===== src/mfre_pkg.sv =====
`timescale 1ns / 1ps
// ----------------------------------------------------------------------------
// Fractional divider encoder package
// Widths, register constants, the pipeline word and the write slot codes.
// ----------------------------------------------------------------------------
package mfre_pkg;

    localparam int IDX_W  = 2;
    localparam int DIV_W  = 10;
    localparam int FRAC_W = 20;
    localparam int SCALE_W = 7;
    localparam int Q_W    = FRAC_W + SCALE_W;
    localparam int P1_W   = 18;
    localparam int N_CELLS = Q_W;

    localparam logic [IDX_W-1:0] IDX_MAX = 2'd2;
    localparam logic [DIV_W-1:0] DIV_MIN = 10'd4;
    localparam logic [DIV_W-1:0] DIV_MAX = 10'd900;
    localparam logic [P1_W-1:0]  P1_OFFSET = 18'd512;

    localparam logic [7:0] CTRL_REG_BASE = 8'd16;
    localparam logic [7:0] CTRL_PLLA     = 8'h0F;
    localparam logic [7:0] CTRL_PLLB     = 8'h2F;
    localparam logic [7:0] CTRL_INT_MODE = 8'h40;
    localparam logic [7:0] BASE_OUT0     = 8'd42;
    localparam logic [7:0] BASE_OUT1     = 8'd50;
    localparam logic [7:0] BASE_OUT2     = 8'd58;

    typedef enum logic [3:0] {
        SLOT_P3_HI,
        SLOT_P3_LO,
        SLOT_P1_TOP,
        SLOT_P1_MID,
        SLOT_P1_LO,
        SLOT_MIX,
        SLOT_P2_MID,
        SLOT_P2_LO,
        SLOT_CTRL
    } t_slot;

    // One item as it travels down the divider chain. The word w starts as
    // the scaled numerator and fills with quotient bits from the right.
    typedef struct packed {
        logic [IDX_W-1:0]  idx;
        logic              pll;
        logic [DIV_W-1:0]  div;
        logic [FRAC_W-1:0] den;
        logic              num_zero;
        logic [Q_W-1:0]    w;
        logic [FRAC_W-1:0] rem;
    } t_cell;

    function automatic logic [7:0] f_base_addr(input logic [IDX_W-1:0] idx);
        logic [7:0] base;
        unique case (idx)
            2'd0:    base = BASE_OUT0;
            2'd1:    base = BASE_OUT1;
            default: base = BASE_OUT2;
        endcase
        return base;
    endfunction

endpackage


===== src/mfre_if.sv =====
`timescale 1ns / 1ps
// ----------------------------------------------------------------------------
// Fractional divider encoder channels
// Request channel carrying one divider setting and write channel carrying
// one register write.
// ----------------------------------------------------------------------------
interface mfre_req_if;
    logic        valid;
    logic        ready;
    logic [1:0]  output_index;
    logic        pll_source;
    logic [9:0]  divider;
    logic [19:0] numerator;
    logic [19:0] denominator;

    modport source (output valid, output output_index, output pll_source,
                    output divider, output numerator, output denominator,
                    input ready);
    modport sink   (input valid, input output_index, input pll_source,
                    input divider, input numerator, input denominator,
                    output ready);
endinterface

interface mfre_wr_if;
    logic       valid;
    logic       ready;
    logic [7:0] reg_address;
    logic [7:0] reg_data;
    logic       last_write;

    modport source (output valid, output reg_address, output reg_data,
                    output last_write, input ready);
    modport sink   (input valid, input reg_address, input reg_data,
                    input last_write, output ready);
endinterface


===== src/mfre_div_cell.sv =====
`timescale 1ns / 1ps
// ----------------------------------------------------------------------------
// Divider chain cell
// One restoring division step: shifts in the next dividend bit, subtracts
// the denominator when it fits and appends the quotient bit.
// ----------------------------------------------------------------------------
module mfre_div_cell (
    input  logic           i_clk,
    input  logic           i_rst_n,
    input  logic           i_advance,
    input  logic           i_valid,
    input  mfre_pkg::t_cell i_data,
    output logic           o_valid,
    output mfre_pkg::t_cell o_data
);
    import mfre_pkg::*;

    logic [FRAC_W:0]   shifted;
    logic [FRAC_W+1:0] diff;
    logic              fits;
    t_cell             n_data;
    logic              r_valid;
    t_cell             r_data;

    always_comb begin
        shifted = {i_data.rem, i_data.w[Q_W-1]};
        diff    = {1'b0, shifted} - {2'b00, i_data.den};
        fits    = ~diff[FRAC_W+1];
        n_data  = i_data;
        n_data.w   = {i_data.w[Q_W-2:0], fits};
        n_data.rem = fits ? diff[FRAC_W-1:0] : shifted[FRAC_W-1:0];
    end

    always_ff @(posedge i_clk) begin
        if (!i_rst_n) begin
            r_valid <= 1'b0;
        end else if (i_advance) begin
            r_valid <= i_valid;
        end
    end

    always_ff @(posedge i_clk) begin
        if (i_advance) begin
            r_data <= n_data;
        end
    end

    assign o_valid = r_valid;
    assign o_data  = r_data;

endmodule


===== src/mfre_writer.sv =====
`timescale 1ns / 1ps
// ----------------------------------------------------------------------------
// Register write sequencer
// Holds one finished item and issues its nine register writes through an
// output register.
// ----------------------------------------------------------------------------
module mfre_writer (
    input  logic            i_clk,
    input  logic            i_rst_n,
    input  logic            i_valid,
    input  mfre_pkg::t_cell i_data,
    output logic            o_take,
    mfre_wr_if.source       o_wr
);
    import mfre_pkg::*;

    logic              r_pend;
    t_slot             r_slot;
    logic [IDX_W-1:0]  r_idx;
    logic [7:0]        r_base;
    logic [7:0]        r_ctrl;
    logic [P1_W-1:0]   r_p1;
    logic [FRAC_W-1:0] r_p2;
    logic [FRAC_W-1:0] r_p3;

    logic              r_ov;
    logic [7:0]        r_addr;
    logic [7:0]        r_data;
    logic              r_last;

    logic              load_out;
    logic              take;
    logic [7:0]        n_addr;
    logic [7:0]        n_data;
    logic [P1_W-1:0]   n_p1;
    logic [7:0]        n_ctrl;

    assign load_out = ~r_ov | o_wr.ready;
    assign take     = ~r_pend | (load_out & (r_slot == SLOT_CTRL));
    assign o_take   = take;

    always_comb begin
        n_p1   = {1'b0, i_data.div, {SCALE_W{1'b0}}} + i_data.w[P1_W-1:0] - P1_OFFSET;
        n_ctrl = (i_data.pll ? CTRL_PLLB : CTRL_PLLA)
               | (i_data.num_zero ? CTRL_INT_MODE : 8'h00);
    end

    always_comb begin
        n_addr = r_base + {4'b0000, r_slot};
        unique case (r_slot)
            SLOT_P3_HI:  n_data = r_p3[15:8];
            SLOT_P3_LO:  n_data = r_p3[7:0];
            SLOT_P1_TOP: n_data = {6'b000000, r_p1[17:16]};
            SLOT_P1_MID: n_data = r_p1[15:8];
            SLOT_P1_LO:  n_data = r_p1[7:0];
            SLOT_MIX:    n_data = {r_p3[19:16], r_p2[19:16]};
            SLOT_P2_MID: n_data = r_p2[15:8];
            SLOT_P2_LO:  n_data = r_p2[7:0];
            SLOT_CTRL: begin
                n_data = r_ctrl;
                n_addr = CTRL_REG_BASE + {6'b000000, r_idx};
            end
            default:     n_data = 8'h00;
        endcase
    end

    always_ff @(posedge i_clk) begin
        if (!i_rst_n) begin
            r_pend <= 1'b0;
            r_slot <= SLOT_P3_HI;
            r_ov   <= 1'b0;
        end else begin
            if (load_out) begin
                r_ov <= r_pend;
            end
            if (take) begin
                r_pend <= i_valid;
                r_slot <= SLOT_P3_HI;
            end else if (load_out) begin
                r_slot <= t_slot'(4'(r_slot) + 4'd1);
            end
        end
    end

    always_ff @(posedge i_clk) begin
        if (load_out) begin
            r_addr <= n_addr;
            r_data <= n_data;
            r_last <= (r_slot == SLOT_CTRL);
        end
        if (take && i_valid) begin
            r_idx  <= i_data.idx;
            r_base <= f_base_addr(i_data.idx);
            r_ctrl <= n_ctrl;
            r_p1   <= n_p1;
            r_p2   <= i_data.rem;
            r_p3   <= i_data.den;
        end
    end

    assign o_wr.valid       = r_ov;
    assign o_wr.reg_address = r_addr;
    assign o_wr.reg_data    = r_data;
    assign o_wr.last_write  = r_last;

    a_slot_range: assert property (@(posedge i_clk) disable iff (!i_rst_n)
        r_pend |-> (4'(r_slot) <= 4'(SLOT_CTRL)))
        else $error("write slot beyond the control write");

    a_last_addr: assert property (@(posedge i_clk) disable iff (!i_rst_n)
        (r_ov && r_last) |-> (r_addr >= CTRL_REG_BASE && r_addr <= CTRL_REG_BASE + 8'd2))
        else $error("final write not aimed at a clock-control register");

    a_body_addr: assert property (@(posedge i_clk) disable iff (!i_rst_n)
        (r_ov && !r_last) |-> (r_addr >= BASE_OUT0 && r_addr <= BASE_OUT2 + 8'd7))
        else $error("divider write outside the parameter register block");

endmodule


===== src/multisynth_fraction_register_encoder_top.sv =====
`timescale 1ns / 1ps
// ----------------------------------------------------------------------------
// Fractional output divider register encoder
// Encodes an integer divider and a 20-bit fraction into P1, P2, P3 and
// emits the nine register writes that program one clock output.
// ----------------------------------------------------------------------------
//
//  Channel  Dir  Word carried                                    Writes per word
//  i_req    in   output_index, pll_source, divider, num, denom   one setting
//  o_wr     out  reg_address, reg_data, last_write               nine per setting
//
// A setting enters a chain of 27 division cells, one quotient bit per cell,
// and then the writer, which issues one write per cycle while o_wr accepts;
// sustained intake is limited by the nine writes through the single output
// register. A new setting is taken every cycle as long as the chain end is
// empty or the writer can take it, being idle or finishing. Reset clears
// all valid flags and the write counter. When o_wr stalls, the chain moves
// on until its end holds a finished setting; then it holds in place and
// i_req.ready drops. Invalid settings are accepted and dropped without
// producing a write.
//
module multisynth_fraction_register_encoder_top (
    input  logic      i_clk,
    input  logic      i_rst_n,
    mfre_req_if.sink  i_req,
    mfre_wr_if.source o_wr
);
    import mfre_pkg::*;

    // Cell k's output lives at index k+1; index 0 is the chain entry.
    logic  c_valid [0:N_CELLS];
    t_cell c_data  [0:N_CELLS];
    logic  item_ok;
    logic  advance;
    logic  take;

    // Range checks on the incoming setting. A numerator above the 20-bit
    // limit cannot be represented, so only the other fields are checked.
    assign item_ok = (i_req.output_index <= IDX_MAX)
                   && (i_req.divider >= DIV_MIN)
                   && (i_req.divider <= DIV_MAX)
                   && (i_req.denominator != '0);

    // The whole chain moves together; it only stops when its final cell
    // holds a result the writer cannot yet take.
    assign advance     = ~c_valid[N_CELLS] | take;
    assign i_req.ready = advance;

    assign c_valid[0] = i_req.valid & item_ok;
    assign c_data[0]  = '{idx:      i_req.output_index,
                          pll:      i_req.pll_source,
                          div:      i_req.divider,
                          den:      i_req.denominator,
                          num_zero: (i_req.numerator == '0),
                          w:        {i_req.numerator, {SCALE_W{1'b0}}},
                          rem:      '0};

    // Each cell resolves one quotient bit of floor(128 * num / denom), most
    // significant first. After the last cell the word holds q and the
    // remainder is P2.
    for (genvar k = 0; k < N_CELLS; k++) begin : g_cell
        mfre_div_cell u_cell (
            .i_clk     (i_clk),
            .i_rst_n   (i_rst_n),
            .i_advance (advance),
            .i_valid   (c_valid[k]),
            .i_data    (c_data[k]),
            .o_valid   (c_valid[k+1]),
            .o_data    (c_data[k+1])
        );
    end

    // The writer forms P1 from q and the divider when it loads a setting and
    // then walks the eight parameter writes and the control write.
    mfre_writer u_writer (
        .i_clk   (i_clk),
        .i_rst_n (i_rst_n),
        .i_valid (c_valid[N_CELLS]),
        .i_data  (c_data[N_CELLS]),
        .o_take  (take),
        .o_wr    (o_wr)
    );

    a_rem_below_den: assert property (@(posedge i_clk) disable iff (!i_rst_n)
        c_valid[N_CELLS] |-> (c_data[N_CELLS].rem < c_data[N_CELLS].den))
        else $error("division remainder not below the denominator");

    a_stall_cause: assert property (@(posedge i_clk) disable iff (!i_rst_n)
        !i_req.ready |-> c_valid[N_CELLS])
        else $error("request stalled while the chain end is empty");

    a_drop_invalid: assert property (@(posedge i_clk) disable iff (!i_rst_n)
        (i_req.valid && i_req.ready && !item_ok) |=> !c_valid[1])
        else $error("out-of-range setting entered the divider chain");

endmodule


===== src/flat_wrapper.sv =====
// flat-port wrapper written by rule: the top's interface ports become plain ports
module multisynth_fraction_register_encoder_top_flat import mfre_pkg::*;
  (i_clk, i_rst_n, i_req_valid, i_req_output_index, i_req_pll_source, i_req_divider, i_req_numerator, i_req_denominator, i_req_ready, o_wr_valid, o_wr_reg_address, o_wr_reg_data, o_wr_last_write, o_wr_ready);
  mfre_req_if i_req_i ();
  mfre_wr_if o_wr_i ();
  input  logic i_clk;
  input  logic i_rst_n;
  input wire logic [$bits(i_req_i.valid)-1:0] i_req_valid;
  input wire logic [$bits(i_req_i.output_index)-1:0] i_req_output_index;
  input wire logic [$bits(i_req_i.pll_source)-1:0] i_req_pll_source;
  input wire logic [$bits(i_req_i.divider)-1:0] i_req_divider;
  input wire logic [$bits(i_req_i.numerator)-1:0] i_req_numerator;
  input wire logic [$bits(i_req_i.denominator)-1:0] i_req_denominator;
  output wire logic [$bits(i_req_i.ready)-1:0] i_req_ready;
  output wire logic [$bits(o_wr_i.valid)-1:0] o_wr_valid;
  output wire logic [$bits(o_wr_i.reg_address)-1:0] o_wr_reg_address;
  output wire logic [$bits(o_wr_i.reg_data)-1:0] o_wr_reg_data;
  output wire logic [$bits(o_wr_i.last_write)-1:0] o_wr_last_write;
  input wire logic [$bits(o_wr_i.ready)-1:0] o_wr_ready;
  assign i_req_i.valid = i_req_valid;
  assign i_req_i.output_index = i_req_output_index;
  assign i_req_i.pll_source = i_req_pll_source;
  assign i_req_i.divider = i_req_divider;
  assign i_req_i.numerator = i_req_numerator;
  assign i_req_i.denominator = i_req_denominator;
  assign i_req_ready = i_req_i.ready;
  assign o_wr_valid = o_wr_i.valid;
  assign o_wr_reg_address = o_wr_i.reg_address;
  assign o_wr_reg_data = o_wr_i.reg_data;
  assign o_wr_last_write = o_wr_i.last_write;
  assign o_wr_i.ready = o_wr_ready;
  multisynth_fraction_register_encoder_top u_core (.i_clk(i_clk), .i_rst_n(i_rst_n), .i_req(i_req_i), .o_wr(o_wr_i));
endmodule

===== config.mk =====
export PLATFORM = sky130hd
export DESIGN_NAME = multisynth_fraction_register_encoder_top_flat
export DESIGN_NICKNAME = d
export VERILOG_FILES = /design/src/mfre_pkg.sv /design/src/mfre_if.sv /design/src/mfre_div_cell.sv /design/src/mfre_writer.sv /design/src/multisynth_fraction_register_encoder_top.sv /design/src/flat_wrapper.sv
export SDC_FILE = /design/constraint.sdc
export NUM_CORES = 2
export LEC_CHECK = 0
export ABC_AREA = 0
export BUFFER_PORTS_ARGS = -buffer_cell sky130_fd_sc_hd__buf_2
export CORE_MARGIN = 5
export CORE_UTILIZATION = 40
export DETAILED_ROUTE_END_ITERATION = 10
export GPL_ROUTABILITY_DRIVEN = 1
export PLACE_DENSITY = 0.52
export RECOVER_POWER = 25
export SKIP_LAST_GASP = 1
export SLEW_MARGIN = 0
export SYNTH_ARGS = -nofsm -noshare
export SYNTH_HDL_FRONTEND = slang
export SYNTH_SLANG_ARGS = --single-unit

===== constraint.sdc =====
create_clock -name i_clk -period 63.1 [get_ports i_clk]
set_clock_uncertainty 0.1 [all_clocks]
set_input_delay 3.155 -clock i_clk [delete_from_list [all_inputs] [get_ports i_clk]]
set_output_delay 3.155 -clock i_clk [all_outputs]
set_load 0.01 [all_outputs]

==> impl_metrics.json <==
{
  "outcome": "completed",
  "placed_standard_cell_area_sq_um": 94300,
  "worst_path_max_fanout": 174,
  "async_flop_share_pct": 0,
  "flop_and_latch_count_out_of_synthesis": 1932,
  "grt_setup_unrepaired": "no",
  "power.net_switching_mw": 1.63,
  "finalSetupViolations": 0,
  "wl_per_cell_um": 17.1,
  "pin_count_of_the_biggest_net_entering_global_routing": 200,
  "max-vdd-ir-drop_mv": 0.0269,
  "first_pass_iters": 5,
  "report.final.slew_viol_count": 0,
  "yosys_most_used_dff": "edfxtp_1",
  "io_pins": 76,
  "grt_first_pass_wirelength_mm": 278,
  "core.rowCount": 174,
  "via_count": 51400,
  "grt_antenna_before_repair": 10,
  "floorplan.initialDensity_pct": 40.2,
  "cpPeakStageDelay_ns": 0.94,
  "netlist.area_leader.share_pct": 63.2,
  "syn_avg_cell_area_sq_um": 13.3,
  "combinationalPowerShare_pct": 35.1,
  "cp_data_arrival_time_ns": 10.17,
  "fp.coreArea_sq_um": 225000,
  "tritoncts": "done",
  "p_sw_share_pct": 32.8,
  "crit_path_frequent_cell": "buf_4",
  "criticalPathCategory": "input pin to flip-flop",
  "max_slew.worst_pin.slew_ns": 1.19,
  "cells_traversed_along_the_worst_timing_path": "buf_2 -> nand2b_1 -> buf_4 -> a21oi_1 -> and2_1 -> buf_4 -> inv_8 -> buf_4 -> buf_4 -> buf_4 -> buf_12 -> buf_4 -> buf_12",
  "most_common_library_cell_in_the_layout_ignoring_fill_and_taps": "edfxtp_1",
  "report.final.hold_viol_count": 0,
  "clock_tree.htree_level_count": 4,
  "netlist_area_sq_um": 90200,
  "power.static_leakage_nw": 40.9,
  "top_area_cells_in_the_synthesized_netlist": "edfxtp_1, ha_1, inv_1",
  "clock_sink_count": 1932,
  "cellPowerDensity_nw_per_um2": 49.0,
  "synth_seq_area_share_pct": 63.9,
  "multi_input_gate_area_sq_um": 29500,
  "remaining_drc_errors": 0,
  "grt-ovfl-total": 0,
  "cpMaxStageDelayCell": "buf_4",
  "critical_path_rt_ns": 63.40,
  "detailedPlacementHpwl_mm": 122,
  "clockPowerShare_pct": 25.5,
  "cellInternalPower_mw": 3.35,
  "synth_edf_count": 1899,
  "max_freq_mhz": 101,
  "cts_repair_resize_count": 0,
  "most-common-layout-cells": "edfxtp_1, inv_1, ha_1",
  "die_height_um": 485,
  "global_route.usage.total_pct": 14.5,
  "port-buffer-count": 74,
  "cts.repair_timing.setup_buffer_count": 0,
  "clockBufferDepth": 3,
  "drt-total-wl_mm": 174,
  "hold_class": "flip-flop to flip-flop",
  "cts_root_buffer": "clkbuf_16",
  "yosys_warnings": 0,
  "min_period_ns": 9.86,
  "insertion_delay_ns": 0.86,
  "via_per_inst": 5.05,
  "cts_inserted_buffers": 211,
  "final.setup.tns_ns": 0,
  "worstSetupStartpointType": "input pin",
  "post-route-period-util_pct": 15.6,
  "die-area_sq_um": 235000,
  "netlist_instances": 6780,
  "postCtsHoldBufs": 0,
  "design_area_sq_um": 102000,
  "gp_congestion": 0.838,
  "initial_drc_count": 3679,
  "fillCellCount": 20200,
  "post_synth_num_cell_types": 101,
  "drv_cap": 0,
  "ant_nets": 0,
  "clk_pin_slew_worst_paths_ns": 0.06,
  "slew_limit_headroom_pct": 18.3,
  "area_growth_syn_to_layout_pct": 12.6,
  "seqPwrFrac_pct": 39.3,
  "critPathCaptureType": "flip-flop",
  "post_route_cells_drive_above_1_share_pct": 10.2,
  "ff_latch_area_sq_um": 57700,
  "nNetsFinal": 7636,
  "die_w_um": 485,
  "grt_pass1_vias": 50900,
  "netlist.top_cell.by_area": "edfxtp_1"
}
-- cells in the mapped netlist (29+ instances only) --
cell      instances
dfxtp_1          33
o21bai_1         32
o21ai_0         328
o21a_1           88
ha_1            540
xnor2_1         223
a21o_1          141
a211oi_1         55
a31oi_1          46
clkbuf_1         34
nand2_1         406
nand3_1          84
nor2_1          419
edfxtp_1       1899
mux2_2          190
nand2b_1         85
inv_1           701
nor3_1           74
nor2b_1          69
and3_1           45
or3_1            29
o31ai_1          38
buf_2            44
and2_1           32
a21boi_0         45
xor2_1          168
a21oi_1         458
-- state kept, by name (all words and copies together) (netlist names) --
| name | count |
|---|---|
| u_core.g_cell.u_cell.o_data | 1819 |
| u_core.g_cell.u_cell.o_valid | 27 |
| u_core.u_writer.o_wr.last_write | 1 |
| u_core.u_writer.o_wr.reg_address | 7 |
| u_core.u_writer.o_wr.reg_data | 8 |
| u_core.u_writer.o_wr.valid | 1 |
| u_core.u_writer.r_base | 2 |
| u_core.u_writer.r_ctrl | 2 |
| u_core.u_writer.r_idx | 2 |
| u_core.u_writer.r_p1 | 18 |
| u_core.u_writer.r_p2 | 20 |
| u_core.u_writer.r_p3 | 20 |
| u_core.u_writer.r_pend | 1 |
| u_core.u_writer.r_slot | 4 |
-- critical path: cells and delay by family --
family                 cells  cell delay (ns)
buffers and inverters     10             5.88
AND/OR/NAND/NOR            2             0.30
AO/OA/AOI/OAI              1             0.21
-- per-layer routing --
| metal | vias to the layer above | global-route usage, % | wire (um) |
|---|---|---|---|
| li1 | 25500 | - | - |
| met1 | 25000 | 19.8 | 81100 |
| met2 | 693 | 24.3 | 83100 |
| met3 | 255 | 2.37 | 6130 |
| met4 | 2 | 3.59 | 3560 |
| met5 | - | 0 | 9 |
-- metrics by stage --
stage                     hold slack (ns)  total power, mW  setup slack, ns  cells  util (%)
after detailed placement            0.305             3.73            52.27   9791      42.0
after global placement              0.300             3.70            52.53   9791      42.0
after floorplan                     0.300             3.30             6.43   6789         -
final                               0.267             4.98            53.24  10200      45.2
after global routing                0.280             5.33            52.70  10200      45.2
after CTS                           0.264             5.04            53.13  10200      45.2
-- cell type report --
cell class	count	share of cell area, %
Clock buffer	253	5.50
Sequential cell	1932	56.8
Tap cell	2992	3.68
Clock inverter	145	1.70
Multi-Input combinational cell	4048	29.0
Antenna cell	2	0.00493
Timing Repair Buffer	115	0.717
Inverter	704	2.61
-- logic make-up (layout without fill, tap and decap cells) --
family          count (synthesis)  after routing  share of synthesized area (%)
simple gates                 1340           1340                           6.88
compound gates               1519           1519                           11.0
flops                        1932           1932                           63.9
buf+inv                       809           1217                           3.55
mux                           221            221                           2.76
xor+xnor                      391            391                           3.79
fa+ha+maj                     567            567                           8.09
other cells                     1             12                        0.00416
-- path summary, 6_finish.rpt --
kind / start / to / slack (ns) / cells past startpoint
setup / recovery: o_wr_ready / u_core.g_cell[12].u_cell.o_data[55]$_DFFE_PP_ / 53.24 / 13
hold / removal: u_core.g_cell[2].u_cell.o_data[33]$_DFFE_PP_ / u_core.g_cell[3].u_cell.o_data[34]$_DFFE_PP_ / 0.27 / 0
setup reg to reg: u_core.u_writer.r_slot[0]$_SDFFE_PP0P_ / u_core.g_cell[12].u_cell.o_data[55]$_DFFE_PP_ / 54.17 / 15
hold reg to reg: u_core.g_cell[2].u_cell.o_data[33]$_DFFE_PP_ / u_core.g_cell[3].u_cell.o_data[34]$_DFFE_PP_ / 0.27 / 0
-- power groups by stage --
stage | registers (mW) | clock network [mW] | logic, mW
detailed placement | 1.99 | 0 | 1.74
floorplan | 1.91 | 0 | 1.39
global route | 1.99 | 1.37 | 1.96
finish | 1.96 | 1.27 | 1.75
CTS | 1.97 | 1.32 | 1.75
global placement | 1.99 | 0 | 1.71
Note: power is estimated with default switching activity, not from simulation.
